File: src/rtl/imu_fp_pkg.sv
// ----------------------------------------------------------------------------
// imu_fp_pkg
// Shared types and constants of the sensor frame parser: frame layout, type
// codes, axis scale factors and the record passed from front to back.
// ----------------------------------------------------------------------------
package imu_fp_pkg;

  localparam int FRAME_LEN    = 11;
  localparam int WINDOW_DEPTH = FRAME_LEN - 1;
  localparam int CNT_W        = $clog2(WINDOW_DEPTH + 1);
  localparam int BYTE_W       = 8;
  localparam int WORD_W       = 16;
  localparam int AXIS_W       = 25;
  localparam int SCALE_W      = 10;
  localparam int PROD_W       = WORD_W + SCALE_W;

  localparam int QUEUE_DEPTH_DEF = 2;

  localparam logic [BYTE_W-1:0] HEADER_BYTE = 8'h55;
  localparam logic [BYTE_W-1:0] TYPE_ACCEL  = 8'h51;
  localparam logic [BYTE_W-1:0] TYPE_RATE   = 8'h52;
  localparam logic [BYTE_W-1:0] TYPE_ANGLE  = 8'h53;

  // q.13 factors: 16/32768, 2000/32768 and 180/32768 times 8192
  localparam logic signed [SCALE_W-1:0] SCALE_ACCEL = 10'sd4;
  localparam logic signed [SCALE_W-1:0] SCALE_RATE  = 10'sd500;
  localparam logic signed [SCALE_W-1:0] SCALE_ANGLE = 10'sd45;

  typedef enum logic [1:0] {
    KIND_ACCEL = 2'd0,
    KIND_RATE  = 2'd1,
    KIND_ANGLE = 2'd2
  } kind_t;

  typedef struct packed {
    kind_t                    kind;
    logic signed [WORD_W-1:0] d0;
    logic signed [WORD_W-1:0] d1;
    logic signed [WORD_W-1:0] d2;
    logic signed [WORD_W-1:0] d3;
  } frame_t;

endpackage

File: src/rtl/imu_fp_if.sv
// ----------------------------------------------------------------------------
// imu_fp_in_if / imu_fp_out_if
// Valid/ready channels of the parser: received bytes in, decoded frames out.
// ----------------------------------------------------------------------------
interface imu_fp_in_if;
  logic       valid;
  logic       ready;
  logic [7:0] rx_byte;
  logic       end_of_burst;

  modport source (output valid, output rx_byte, output end_of_burst, input ready);
  modport sink   (input valid, input rx_byte, input end_of_burst, output ready);
endinterface

interface imu_fp_out_if;
  logic               valid;
  logic               ready;
  logic [1:0]         frame_kind;
  logic signed [24:0] axis_x;
  logic signed [24:0] axis_y;
  logic signed [24:0] axis_z;
  logic signed [15:0] temperature_centi;
  logic               sample_complete;

  modport source (output valid, output frame_kind, output axis_x, output axis_y,
                  output axis_z, output temperature_centi, output sample_complete,
                  input ready);
  modport sink   (input valid, input frame_kind, input axis_x, input axis_y,
                  input axis_z, input temperature_centi, input sample_complete,
                  output ready);
endinterface

File: src/rtl/imu_fp_front.sv
// ----------------------------------------------------------------------------
// imu_fp_front
// Byte window, header and checksum check, frame classification. Pushes one
// record per decodable frame into the queue.
// ----------------------------------------------------------------------------
module imu_fp_front (
  input  logic               clk,
  input  logic               rst_n,
  imu_fp_in_if.sink          in_ch,
  input  logic               q_full,
  output logic               push_valid,
  output imu_fp_pkg::frame_t push_data
);
  import imu_fp_pkg::*;

  logic [BYTE_W-1:0] win_r [WINDOW_DEPTH];
  logic [CNT_W-1:0]  cnt_r, cnt_nxt;
  logic              accept;
  logic              full_now;
  logic [BYTE_W-1:0] sum;
  logic              frame_ok;
  logic              known;
  kind_t             kind;

  assign in_ch.ready = !q_full;
  assign accept      = in_ch.valid && in_ch.ready;
  assign full_now    = (cnt_r == CNT_W'(WINDOW_DEPTH));

  always_comb begin
    sum = '0;
    for (int i = 0; i < WINDOW_DEPTH; i++) begin
      sum = sum + win_r[i];
    end
  end

  assign frame_ok = full_now && (win_r[0] == HEADER_BYTE) && (sum == in_ch.rx_byte);

  always_comb begin
    known = 1'b1;
    kind  = KIND_ACCEL;
    priority if (win_r[1] == TYPE_ACCEL) begin
      kind = KIND_ACCEL;
    end else if (win_r[1] == TYPE_RATE) begin
      kind = KIND_RATE;
    end else if (win_r[1] == TYPE_ANGLE) begin
      kind = KIND_ANGLE;
    end else begin
      known = 1'b0;
    end
  end

  assign push_valid     = accept && frame_ok && known;
  assign push_data.kind = kind;
  assign push_data.d0   = {win_r[3], win_r[2]};
  assign push_data.d1   = {win_r[5], win_r[4]};
  assign push_data.d2   = {win_r[7], win_r[6]};
  assign push_data.d3   = (kind == KIND_ACCEL) ? {win_r[9], win_r[8]} : '0;

  always_comb begin
    cnt_nxt = cnt_r;
    if (accept) begin
      if (!full_now) begin
        cnt_nxt = cnt_r + CNT_W'(1);
      end else if (frame_ok) begin
        cnt_nxt = '0;
      end else begin
        cnt_nxt = CNT_W'(WINDOW_DEPTH);
      end
      if (in_ch.end_of_burst) begin
        cnt_nxt = '0;
      end
    end
  end

  always_ff @(posedge clk) begin
    if (!rst_n) begin
      cnt_r <= '0;
    end else begin
      cnt_r <= cnt_nxt;
    end
  end

  // window storage, no reset
  always_ff @(posedge clk) begin
    if (accept) begin
      if (!full_now) begin
        win_r[cnt_r] <= in_ch.rx_byte;
      end else if (!frame_ok) begin
        for (int i = 0; i < WINDOW_DEPTH - 1; i++) begin
          win_r[i] <= win_r[i+1];
        end
        win_r[WINDOW_DEPTH-1] <= in_ch.rx_byte;
      end
    end
  end

  a_cnt_range: assert property (@(posedge clk) disable iff (!rst_n)
    cnt_r <= CNT_W'(WINDOW_DEPTH))
    else $error("window count out of range");

  a_burst_clear: assert property (@(posedge clk) disable iff (!rst_n)
    accept && in_ch.end_of_burst |=> cnt_r == '0)
    else $error("window not cleared at end of burst");

  a_bad_drop: assert property (@(posedge clk) disable iff (!rst_n)
    accept && full_now && !frame_ok && !in_ch.end_of_burst |=> full_now)
    else $error("rejected frame did not keep ten bytes");

  a_push_header: assert property (@(posedge clk) disable iff (!rst_n)
    push_valid |-> win_r[0] == HEADER_BYTE && !q_full)
    else $error("push without header or into full queue");

endmodule

File: src/rtl/imu_fp_queue.sv
// ----------------------------------------------------------------------------
// imu_fp_queue
// Small fifo of classified frames between the front and the back.
// ----------------------------------------------------------------------------
module imu_fp_queue #(
  parameter int unsigned DEPTH = imu_fp_pkg::QUEUE_DEPTH_DEF
) (
  input  logic               clk,
  input  logic               rst_n,
  input  logic               push_valid,
  input  imu_fp_pkg::frame_t push_data,
  output logic               full,
  output logic               pop_valid,
  input  logic               pop_ready,
  output imu_fp_pkg::frame_t pop_data
);
  import imu_fp_pkg::*;

  localparam int PTR_W = $clog2(DEPTH);
  localparam int QCNT_W = $clog2(DEPTH + 1);

  frame_t              mem_r [DEPTH];
  logic [PTR_W-1:0]    wr_ptr_r, rd_ptr_r;
  logic [QCNT_W-1:0]   count_r, count_nxt;
  logic                do_push, do_pop;

  assign full      = (count_r == QCNT_W'(DEPTH));
  assign pop_valid = (count_r != '0);
  assign pop_data  = mem_r[rd_ptr_r];
  assign do_push   = push_valid && !full;
  assign do_pop    = pop_valid && pop_ready;

  always_comb begin
    count_nxt = count_r;
    unique case ({do_push, do_pop})
      2'b10:   count_nxt = count_r + QCNT_W'(1);
      2'b01:   count_nxt = count_r - QCNT_W'(1);
      default: count_nxt = count_r;
    endcase
  end

  always_ff @(posedge clk) begin
    if (!rst_n) begin
      wr_ptr_r <= '0;
      rd_ptr_r <= '0;
      count_r  <= '0;
    end else begin
      count_r <= count_nxt;
      if (do_push) begin
        wr_ptr_r <= (wr_ptr_r == PTR_W'(DEPTH - 1)) ? '0 : wr_ptr_r + PTR_W'(1);
      end
      if (do_pop) begin
        rd_ptr_r <= (rd_ptr_r == PTR_W'(DEPTH - 1)) ? '0 : rd_ptr_r + PTR_W'(1);
      end
    end
  end

  always_ff @(posedge clk) begin
    if (do_push) begin
      mem_r[wr_ptr_r] <= push_data;
    end
  end

  a_count_range: assert property (@(posedge clk) disable iff (!rst_n)
    count_r <= QCNT_W'(DEPTH))
    else $error("queue count out of range");

  a_no_overflow: assert property (@(posedge clk) disable iff (!rst_n)
    !(push_valid && full))
    else $error("push into full queue");

  a_count_track: assert property (@(posedge clk) disable iff (!rst_n)
    do_push && !do_pop |=> count_r == $past(count_r) + QCNT_W'(1))
    else $error("queue count did not follow push");

endmodule

File: src/rtl/imu_fp_back.sv
// ----------------------------------------------------------------------------
// imu_fp_back
// Scales the three axis words to q.13 and holds the result in the output
// register until it is taken.
// ----------------------------------------------------------------------------
module imu_fp_back (
  input  logic               clk,
  input  logic               rst_n,
  input  logic               pop_valid,
  output logic               pop_ready,
  input  imu_fp_pkg::frame_t pop_data,
  imu_fp_out_if.source       out_ch
);
  import imu_fp_pkg::*;

  logic                      out_valid_r;
  kind_t                     kind_r;
  logic signed [AXIS_W-1:0]  x_r, y_r, z_r;
  logic signed [WORD_W-1:0]  temp_r;
  logic                      done_r;
  logic                      load;
  logic signed [SCALE_W-1:0] scale;
  logic signed [PROD_W-1:0]  px, py, pz;

  assign pop_ready = !out_valid_r || out_ch.ready;
  assign load      = pop_valid && pop_ready;

  always_comb begin
    unique case (pop_data.kind)
      KIND_ACCEL: scale = SCALE_ACCEL;
      KIND_RATE:  scale = SCALE_RATE;
      KIND_ANGLE: scale = SCALE_ANGLE;
      default:    scale = '0;
    endcase
  end

  assign px = pop_data.d0 * scale;
  assign py = pop_data.d1 * scale;
  assign pz = pop_data.d2 * scale;

  always_ff @(posedge clk) begin
    if (!rst_n) begin
      out_valid_r <= 1'b0;
    end else if (pop_ready) begin
      out_valid_r <= pop_valid;
    end
  end

  always_ff @(posedge clk) begin
    if (load) begin
      kind_r <= pop_data.kind;
      x_r    <= px[AXIS_W-1:0];
      y_r    <= py[AXIS_W-1:0];
      z_r    <= pz[AXIS_W-1:0];
      temp_r <= pop_data.d3;
      done_r <= (pop_data.kind == KIND_ANGLE);
    end
  end

  assign out_ch.valid             = out_valid_r;
  assign out_ch.frame_kind        = kind_r;
  assign out_ch.axis_x            = x_r;
  assign out_ch.axis_y            = y_r;
  assign out_ch.axis_z            = z_r;
  assign out_ch.temperature_centi = temp_r;
  assign out_ch.sample_complete   = done_r;

  a_done_angle: assert property (@(posedge clk) disable iff (!rst_n)
    out_valid_r |-> done_r == (kind_r == KIND_ANGLE))
    else $error("sample complete flag disagrees with kind");

  a_temp_accel: assert property (@(posedge clk) disable iff (!rst_n)
    out_valid_r && kind_r != KIND_ACCEL |-> temp_r == '0)
    else $error("temperature on non acceleration word");

  a_load_valid: assert property (@(posedge clk) disable iff (!rst_n)
    load |=> out_valid_r)
    else $error("loaded word not presented");

endmodule

File: src/rtl/imu_frame_parser.sv
// the ten-byte sum and header check are combinational; the queue feeds the output register
// throughput: one byte per cycle while the frame queue is not full
// the result register and the frame queue let bytes flow while a result waits
// reset clears the window count, queue pointers and output valid; window bytes are not cleared
// ----------------------------------------------------------------------------
// imu_frame_parser
// Finds 11-byte sensor frames in a byte stream, checks header and checksum
// and emits acceleration, angular rate and angle words in q.13.
// ----------------------------------------------------------------------------
module imu_frame_parser #(
  parameter int unsigned QUEUE_DEPTH = imu_fp_pkg::QUEUE_DEPTH_DEF
) (
  input  logic          clk,
  input  logic          rst_n,
  imu_fp_in_if.sink     in_ch,
  imu_fp_out_if.source  out_ch
);
  import imu_fp_pkg::*;

  logic   push_valid;
  frame_t push_data;
  logic   q_full;
  logic   pop_valid;
  logic   pop_ready;
  frame_t pop_data;

  imu_fp_front u_front (
    .clk        (clk),
    .rst_n      (rst_n),
    .in_ch      (in_ch),
    .q_full     (q_full),
    .push_valid (push_valid),
    .push_data  (push_data)
  );

  imu_fp_queue #(
    .DEPTH (QUEUE_DEPTH)
  ) u_queue (
    .clk        (clk),
    .rst_n      (rst_n),
    .push_valid (push_valid),
    .push_data  (push_data),
    .full       (q_full),
    .pop_valid  (pop_valid),
    .pop_ready  (pop_ready),
    .pop_data   (pop_data)
  );

  imu_fp_back u_back (
    .clk       (clk),
    .rst_n     (rst_n),
    .pop_valid (pop_valid),
    .pop_ready (pop_ready),
    .pop_data  (pop_data),
    .out_ch    (out_ch)
  );

endmodule

File: src/flat_wrapper.sv
// flat-port wrapper written by rule: the top's interface ports become plain ports
module imu_frame_parser_flat import imu_fp_pkg::*;
#(
  parameter int unsigned QUEUE_DEPTH = imu_fp_pkg::QUEUE_DEPTH_DEF
)
  (clk, rst_n, in_ch_valid, in_ch_rx_byte, in_ch_end_of_burst, in_ch_ready, out_ch_valid, out_ch_frame_kind, out_ch_axis_x, out_ch_axis_y, out_ch_axis_z, out_ch_temperature_centi, out_ch_sample_complete, out_ch_ready);
  imu_fp_in_if in_ch_i ();
  imu_fp_out_if out_ch_i ();
  input  logic clk;
  input  logic rst_n;
  input wire logic [$bits(in_ch_i.valid)-1:0] in_ch_valid;
  input wire logic [$bits(in_ch_i.rx_byte)-1:0] in_ch_rx_byte;
  input wire logic [$bits(in_ch_i.end_of_burst)-1:0] in_ch_end_of_burst;
  output wire logic [$bits(in_ch_i.ready)-1:0] in_ch_ready;
  output wire logic [$bits(out_ch_i.valid)-1:0] out_ch_valid;
  output wire logic [$bits(out_ch_i.frame_kind)-1:0] out_ch_frame_kind;
  output wire logic [$bits(out_ch_i.axis_x)-1:0] out_ch_axis_x;
  output wire logic [$bits(out_ch_i.axis_y)-1:0] out_ch_axis_y;
  output wire logic [$bits(out_ch_i.axis_z)-1:0] out_ch_axis_z;
  output wire logic [$bits(out_ch_i.temperature_centi)-1:0] out_ch_temperature_centi;
  output wire logic [$bits(out_ch_i.sample_complete)-1:0] out_ch_sample_complete;
  input wire logic [$bits(out_ch_i.ready)-1:0] out_ch_ready;
  assign in_ch_i.valid = in_ch_valid;
  assign in_ch_i.rx_byte = in_ch_rx_byte;
  assign in_ch_i.end_of_burst = in_ch_end_of_burst;
  assign in_ch_ready = in_ch_i.ready;
  assign out_ch_valid = out_ch_i.valid;
  assign out_ch_frame_kind = out_ch_i.frame_kind;
  assign out_ch_axis_x = out_ch_i.axis_x;
  assign out_ch_axis_y = out_ch_i.axis_y;
  assign out_ch_axis_z = out_ch_i.axis_z;
  assign out_ch_temperature_centi = out_ch_i.temperature_centi;
  assign out_ch_sample_complete = out_ch_i.sample_complete;
  assign out_ch_i.ready = out_ch_ready;
  imu_frame_parser #(.QUEUE_DEPTH(QUEUE_DEPTH)) u_core (.clk(clk), .rst_n(rst_n), .in_ch(in_ch_i), .out_ch(out_ch_i));
endmodule
File: config.mk
export PLATFORM = sky130hd
export DESIGN_NAME = imu_frame_parser_flat
export DESIGN_NICKNAME = d
export VERILOG_FILES = /design/src/rtl/imu_fp_pkg.sv /design/src/rtl/imu_fp_if.sv /design/src/rtl/imu_fp_front.sv /design/src/rtl/imu_fp_queue.sv /design/src/rtl/imu_fp_back.sv /design/src/rtl/imu_frame_parser.sv /design/src/flat_wrapper.sv
export SDC_FILE = /design/constraint.sdc
export NUM_CORES = 1
export LEC_CHECK = 0
export BUFFER_PORTS_ARGS = -buffer_cell sky130_fd_sc_hd__buf_2
export CORE_ASPECT_RATIO = 0.5
export CORE_MARGIN = 2
export CORE_UTILIZATION = 55
export CTS_BUF_LIST = sky130_fd_sc_hd__clkbuf_8
export CTS_CLUSTER_SIZE = 10
export DETAILED_ROUTE_END_ITERATION = 6
export PLACE_DENSITY_LB_ADDON = 0.15
export SLEW_MARGIN = 20
export SYNTH_ARGS = -nofsm -noshare
export SYNTH_HDL_FRONTEND = slang
export SYNTH_SLANG_ARGS = --single-unit
File: constraint.sdc
create_clock -name clk -period 8.4 [get_ports clk]
set_input_delay 1.68 -clock clk [delete_from_list [all_inputs] [get_ports clk]]
set_output_delay 1.68 -clock clk [all_outputs]
set_load 0.03 [all_outputs]
=== After elaboration in Yosys (flattened, before gate mapping) ===
Memory sizes are Yosys's and may differ from the RTL's. A register that Yosys moved wholly into a read port is not among the register bits.
Cells that the tools add are included.

* Register bits after elaboration: 103
* RAM bits: 212
* Input bits: 13
* Output and inout bits: 96
* Memories kept: 2

* $add $sub $neg: 14
* Multipliers: 3
* Eq/ne operators: 11
* Mux-type cells: 28
* Reductions and logical operators: 15

{| class="wikitable"
|+ Memories
! name !! depth !! bits a word !! read ports !! clocked after Yosys merged registers in !! write ports !! line !! RTL
|-
| u_core.u_queue.mem_r || 2 || 66 || 1 || 1 || 1 || imu_fp_queue.sv:22 || <nowiki>frame_t mem_r [DEPTH];</nowiki>
|-
| u_core.u_front.win_r || 10 || 8 || 10 || 0 || 10 || imu_fp_front.sv:16 || <nowiki>logic [BYTE_W-1:0] win_r [WINDOW_DEPTH];</nowiki>
|}

{| class="wikitable"
|+ Operator list
! operator !! count
|-
| multiplier 16 x 10 -> 25 bit || 3
|-
| adder 8 bit || 9
|-
| == test 8 x 7 -> 1 bit (second input constant) || 4
|-
| one-hot mux 9 bit (3 select lines) || 1
|-
| two-way mux 1 bit || 17
|-
| two-way mux 16 bit || 1
|-
| two-way mux 4 bit || 4
|-
| == test 8 bit || 1
|-
| two-way mux 8 bit || 1
|-
| OR reduction 8 bit || 1
|-
| logical AND 1 bit || 7
|-
| == test 2 bit (second input constant) || 3
|-
| two-way mux 2 bit || 3
|-
| adder 4 x 1 -> 4 bit (second input constant) || 1
|-
| == test 2 x 1 -> 1 bit (second input constant) || 2
|-
| == test 4 bit (second input constant) || 1
|-
| zero test 2 bit || 2
|-
| one-hot mux 2 bit (2 select lines) || 1
|-
| nonzero test 2 bit || 2
|-
| adder 1 bit (second input constant) || 2
|-
| adder 2 x 1 -> 2 bit (second input constant) || 1
|-
| zero test 1 bit || 2
|-
| subtractor 2 x 1 -> 2 bit (second input constant) || 1
|-
| logical OR 1 bit || 1
|}

=== Depth between registers and ports, before layout ===
Gate-level depths: netlist (run 1).
An unclocked memory read counts as a cell.

* Depth in word-level cells: 18
* Mapped depth: 28

=== Cells and area by module ===
Synthesis (run 1) repeated with hierarchy kept, for this count alone.

* Cells, all modules: 2392
* Area total of the unflattened synthesis: 27476.4 um^2

{| class="wikitable"
|+ By module, submodules not included
! module !! times used !! cells an instance !! area each (um^2) !! seq. area each (um^2)
|-
| imu_fp_back || 1 || 1752 || 16916.2 || 2842.7
|-
| imu_fp_front || 1 || 409 || 5569.1 || 2482.4
|-
| imu_fp_queue || 1 || 231 || 4991.0 || 4063.9
|}

=== Worst setup path after synthesis (run 1) ===
No wires, ideal clock.

* Kind: register to register
* Start: memory u_core.u_front.win_r[6][2]
* End: memory u_core.u_queue.mem_r[0][0] (netlist name), enable pin
* Library setup time: 0.492 ns
* Data arrival time: 7.174 ns
* Data required time: 7.908 ns
* Path slack: 0.734 ns
* Stages on the path, launching flop included: 16
* Cells stage by stage: edfxtp_1 fa_1 inv_1 fa_1 fa_1 fa_1 inv_1 fa_1 inv_1 fa_1 xnor2_1 nor3_1 nand4_1 nor4bb_1 o2111ai_1 nor2_1

{| class="wikitable"
|+ RTL lines
! what !! line
|-
| start, declared || imu_fp_front.sv:16
|-
| end, declared || imu_fp_queue.sv:22
|}

==> results of run 1 <==
[sequential cells by signal, indices dropped and copies added (netlist names), 2 cells and up, named ones only]
name / count
u_core.u_back.out_ch.temperature_centi: 16
u_core.u_back.out_ch.axis_z: 25
u_core.u_back.out_ch.axis_x: 25
u_core.u_back.out_ch.frame_kind: 2
u_core.u_back.out_ch.axis_y: 25
u_core.u_queue.mem_r: 132
u_core.u_queue.count_r: 2
u_core.u_front.cnt_r: 4
u_core.u_front.win_r: 80
[layout by cell type, fill, tap and decap left out, types with 54 or more instances in the layout]
cell and instances:
nor2_1 150, mux2_4 70, xnor2_1 80, buf_2 108
edfxtp_1 306, inv_1 468, fa_1 350, clkbuf_8 54
nor2b_1 102, ha_1 212
[cell families after synthesis]
group,share of synthesized area
multiplexers,0.06541
adder cells (fa/ha/maj),0.3607
AO/OA/AOI/OAI,0.04083
XOR/XNOR,0.03443
flip-flops,0.3501
AND/OR/NAND/NOR,0.07554
buffers and inverters,0.07302
[synthesized netlist by cell type, types with 32 or more instances]
| cell | count | area, um^2 |
|---|---|---|
| inv_1 | 457 | 1715 |
| fa_1 | 350 | 7007 |
| edfxtp_1 | 306 | 9189 |
| ha_1 | 213 | 2665 |
| nor2_1 | 153 | 574.3 |
| nor2b_1 | 102 | 638.1 |
| xnor2_1 | 80 | 700.7 |
| mux2_4 | 70 | 1051 |
| a21oi_1 | 53 | 265.3 |
| mux2i_1 | 50 | 500.5 |
| o21ai_0 | 36 | 180.2 |
| nand2_1 | 33 | 123.9 |
| clkbuf_1 | 32 | 120.1 |
[through the flow]
step / cells / cell area (um^2) / util
after floorplan: 2194 / 26820 / -
after global placement: 2921 / 28110 / 0.5813
after detailed placement: 2921 / 28110 / 0.5814
after CTS: 3010 / 29100 / 0.6019
after global routing: 3010 / 29110 / 0.6020
final: 3010 / 29110 / 0.6020
[area by class of cell]
type                    count  area (um^2)
clock buffers              54        743.2
clock inverters            35        246.5
fillers                  3925        19250
inverters                 457         1715
multi-input cells        1374        15520
flip-flops and latches    316         9393
well taps                 649        812.0
repair buffers            125        680.7
[worst max-delay path: stages, from the launching register on]
cell and delay, ps:
dfxtp_4 520, mux2i_1 270, inv_1 120, ha_1 790
buf_4 490, or2_2 210, fa_1 410, fa_1 540
inv_1 50, fa_1 470, inv_1 50, fa_1 470
inv_1 50, fa_1 440, ha_1 220, nor4_1 290
o21ai_0 220, nand3_1 170, a31oi_1 170, o41ai_1 770
o2111ai_1 240, a21oi_1 210, xnor2_1 80
[power by group]
group / leakage, nW / switching, mW / internal (mW)
clock: 0.543 / 0.673 / 0.667
combinational: 9.59 / 1.62 / 1.09
sequential: 2.85 / 0.0475 / 1.95
total: 13.0 / 2.34 / 3.71
[metal layers]
layer | vias up | GRT usage
li1 | 7383 | -
met1 | 8043 | 0.3764
met2 | 394 | 0.3220
met3 | 54 | 0.04558
met4 | 0 | 0.04395
met5 | - | 0
[final timing paths]
check,cells after the start,to
hold / removal,1,u_core.u_back.out_ch.temperature_centi[1]
hold reg to reg,1,u_core.u_back.out_ch.temperature_centi[1]
setup / recovery,22,u_core.u_back.out_ch.axis_y[24]
setup reg to reg,22,u_core.u_back.out_ch.axis_y[24]
==> results_dict.tcl, run 1 <==
set metrics [dict create \
    status "finished, final reports clean" \
    cts-resized-gates 0 \
    irDropWorstVdd_mv 0.1701 \
    route.met3.wl_mm 4.069 \
    synth_async_sr_flop_share 0 \
    worst_pin_slew_ps 1097 \
    die_width_um 316.3 \
    drive_above_1_share 0.1279 \
    slew_headroom 0.2686 \
    hold_class "register to register" \
    clk_path_buf_depth 3 \
    vias_per_cell 5.274 \
    leakagePower_nw 12.98 \
    port_buffers 108 \
    timing.final.crit_share 0.9002 \
    grt_pass1_wl_mm 89.74 \
    cts-hold-fix-buffers 0 \
    setup_viol 0 \
    worstHoldStart "u_core.u_queue.mem_r[1][1]" \
    die_area_um2 50650 \
    wl_per_cell_um 18.33 \
    hold_violations 0 \
    nets 2898 \
    core_area_um2 48350 \
    ys_ff_latch 316 \
    setup-tns-final_ps 0 \
    yosysWarnings 0 \
    p_per_area_nw_per_um2 207.8 \
    cp-start-kind "register" \
    clkSinkCount 316 \
    maxCapViolations 0 \
    layout-area-overhead-vs-synth_pct 8.543 \
    ios 109 \
    top_layer "met4" \
    worstPathMaxFanout 36 \
    synth-edff-count 306 \
    p_total_mw 6.049 \
    synth_cell_type_count 67 \
    clk_pin_slew_ps 60 \
    root_buffer "clkbuf_8" \
    htreeDepth 2 \
    finalCriticalPeriod_ps 7562 \
    critical_path_class "register to register" \
    rows 57 \
    grt_usage 0.2317 \
    grt_pass1_vias 16250 \
    cts_setup_buffers 0 \
    drt_iter0_drc 1194 \
    tritoncts "built" \
    drc 0 \
    cp.arrival_ps 7950 \
    start_util 0.5546 \
    required_ps 8790 \
    route.final.wire_length_mm 55.17 \
    gp_congestion 0.8654 \
    timing.hold.ws_ps 546.8 \
    clock.fmax_ghz 0.1322 \
    vias 15870 \
    synthFlopType "edfxtp_1" \
    place_hpwl_mm 43.23 \
    post-place-ws_ps 1043 \
    drv_slew 0 \
    insertion_delay_ps 660 \
    syn_avg_cell_area_um2 12.22 \
    first_pass_iters 5 \
    grt_antenna_before_repair 5 \
    synthCells 2194 \
    fp.dieH_um 160.1 \
    grt-ovfl-total 0 \
    ys_seq_area_frac 0.3501 \
    rsz0062_at_grt "false" \
    end_kind "register" \
    cts_buffers 48 \
    final_antenna_net_count 0 \
    synth_area_um2 26820 \
    layout_setup_ws_ps 838.1 \
    syn-num-nets 2770 \
    wl_met2_mm 22.78 \
    grt_max_degree 68 \
    wl_met1_mm 27.48 \
    diodes 0 \
    rrSetupSlack_ps 840 \
    finClkSkew_ps 42.07 \
]
Power figures use the tool's default switching activity.
==> run 2: changes to the inputs <==
- GPL_TIMING_DRIVEN: default -> 0
==> run 2 against run 1 <==
Compared with the run above:
- global-route usage is 1.4 points higher
- total power increased by 1.7%
- design area increased by 1.3%
- fmax fell by 4.9%
- die area is the same
- first-iteration DRC count decreased by 7.9%
- clock-buffer cell count shrank 6
- critical path type unchanged
- highest routed layer unchanged
==> results_dict.tcl, run 2 (synthesis results as in run 1) <==
set metrics [dict create \
    required_ps 8800 \
    vias 16160 \
    core_area_um2 48350 \
    grt-ovfl-total 0 \
    setup_viol 0 \
    slew_headroom 0.2682 \
    hold_violations 0 \
    status "finished, final reports clean" \
    vias_per_cell 5.296 \
    clk_pin_slew_ps 80 \
    top_regs "u_core.u_queue.mem_r (132), u_core.u_front.win_r (80)" \
    grt_max_degree 29 \
    worstHoldStart "u_core.u_queue.count_r[1]" \
    gp_congestion 0.8991 \
    rrSetupSlack_ps 450 \
    drt_iter0_drc 1100 \
    end_kind "register" \
    grt_pass1_vias 16860 \
    fp.dieH_um 160.1 \
    p_per_area_nw_per_um2 208.7 \
    worstPathMaxFanout 10 \
    first_pass_iters 5 \
    wl_per_cell_um 19.28 \
    clock.fmax_ghz 0.1258 \
    rr_worst_depth 21 \
    root_buffer "clkbuf_8" \
    final_common_cell "inv_1" \
    finClkSkew_ps 48.51 \
    hold_class "register to register" \
    drv_slew 0 \
    cp-start-kind "register" \
    ios 109 \
    layout-area-overhead-vs-synth_pct 9.910 \
    rows 57 \
    cp.arrival_ps 8350 \
    final_core_util 0.6096 \
    rsz0062_at_grt "false" \
    largest_reg_flops 132 \
    hold_depth 2 \
    final_antenna_net_count 0 \
    route.final.wire_length_mm 58.81 \
    htreeDepth 2 \
    holdPathEnd "u_core.u_queue.count_r[1]" \
    clkSinkCount 316 \
    drc 0 \
    nets 2939 \
    grt_usage 0.2453 \
    cts-hold-fix-buffers 0 \
    grt_antenna_before_repair 0 \
    tritoncts "built" \
    cts_setup_buffers 0 \
    critical_path_class "register to register" \
    diodes 0 \
    die_width_um 316.3 \
    top_register "u_core.u_queue.mem_r" \
    mostFrequentLayoutCells "inv_1, fa_1, edfxtp_1" \
    cts_buffers 48 \
    grt_pass1_wl_mm 94.01 \
    maxCapViolations 0 \
    irDropWorstVdd_mv 0.1236 \
    worst_pin_slew_ps 1098 \
    finalCriticalPeriod_ps 7952 \
    place_hpwl_mm 47.34 \
    port_buffers 108 \
    r2r_end "u_core.u_back.out_ch.axis_z[24]" \
    insertion_delay_ps 660 \
    start_util 0.5546 \
    die_area_um2 50650 \
    clk_path_buf_depth 3 \
    timing.hold.ws_ps 537.4 \
    timing.final.crit_share 0.9467 \
    leakagePower_nw 13.13 \
    drive_above_1_share 0.1378 \
]
-- run 2: cell count changes in the layout (fill, tap and decap cells not counted), moves of 6 or more --
cell / delta
buf_4: -14
buf_6: +8
clkbuf_1: +19
clkbuf_2: +8
clkbuf_8: -6
clkinv_1: +7
nor2b_1: -6
nor2b_2: +6
-- run 2: metal layers --
layer,GRT usage,share of wire,vias up
li1,-,-,7469
met3,0.06260,0.075,100
met5,0,0,-
met1,0.3641,0.47,8174
met4,0.06089,0.025,0
met2,0.3622,0.43,414
-- run 2: worst max-delay path: stages (launching register included) --
cell and delay [ps]:
dfxtp_2 430, clkbuf_4 280, clkbuf_4 300, buf_4 290
mux2i_1 280, ha_1 440, clkbuf_2 360, nor2b_1 570
fa_1 560, fa_1 550, inv_1 50, fa_1 480
inv_1 50, fa_1 450, fa_1 480, ha_1 440
nand4_1 120, a21oi_1 330, o21ai_0 310, a211oi_1 620
o211a_1 250, nor3_1 50
-- run 2: area by class of cell --
cell class	instances	area [um^2]
plain buffers	46	269.0
flip-flops and latches	316	9390
clock buffers	48	660.6
repair buffers	120	760.7
multi-input cells	1374	15580
well taps	649	812.0
inverters	457	1715
clock inverters	41	289.0
fillers	3920	18880
-- run 2: where the power goes --
group | total, mW | switching [mW] | internal [mW]
Combinational | 2.85 | 1.71 | 1.13
Sequential | 1.99 | 0.0365 | 1.95
Clock | 1.32 | 0.677 | 0.639
-- run 2: per-stage QoR --
stage / instances / power, mW / instance area, um^2 / setup slack (ps) / TNS, ps
final: 3051 / 6.151 / 29470 / 447.8 / 0
after floorplan: 2194 / 4.178 / 26820 / 733.7 / 0
after detailed placement: 2962 / 4.848 / 28420 / -1764 / -43700
after global placement: 2951 / 4.787 / 28170 / -1715 / -281010
after global routing: 3051 / 6.640 / 29470 / 105.5 / 0
after CTS: 3050 / 6.195 / 29400 / 91.70 / 0
-- run 2: worst max-delay path by stage --
stage	from	endpoint	slack, ps	depth (start not counted)
floorplan	u_core.u_front.win_r[6][2]	u_core.u_queue.mem_r[0][0]	730	15
global placement	register	u_core.u_back.out_ch.axis_x[24]	-1710	26
detailed placement	register	u_core.u_back.out_ch.axis_x[24]	-1760	26
CTS	register	u_core.u_back.out_ch.axis_x[24]	90	25
global route	register	u_core.u_back.out_ch.axis_z[24]	110	21
finish	register	u_core.u_back.out_ch.axis_z[24]	450	21
-- run 2: repair_timing --
item,4_1_cts,5_1_grt
cloned,0,0
setup endpoints to repair,47,14
resized for setup,18,25
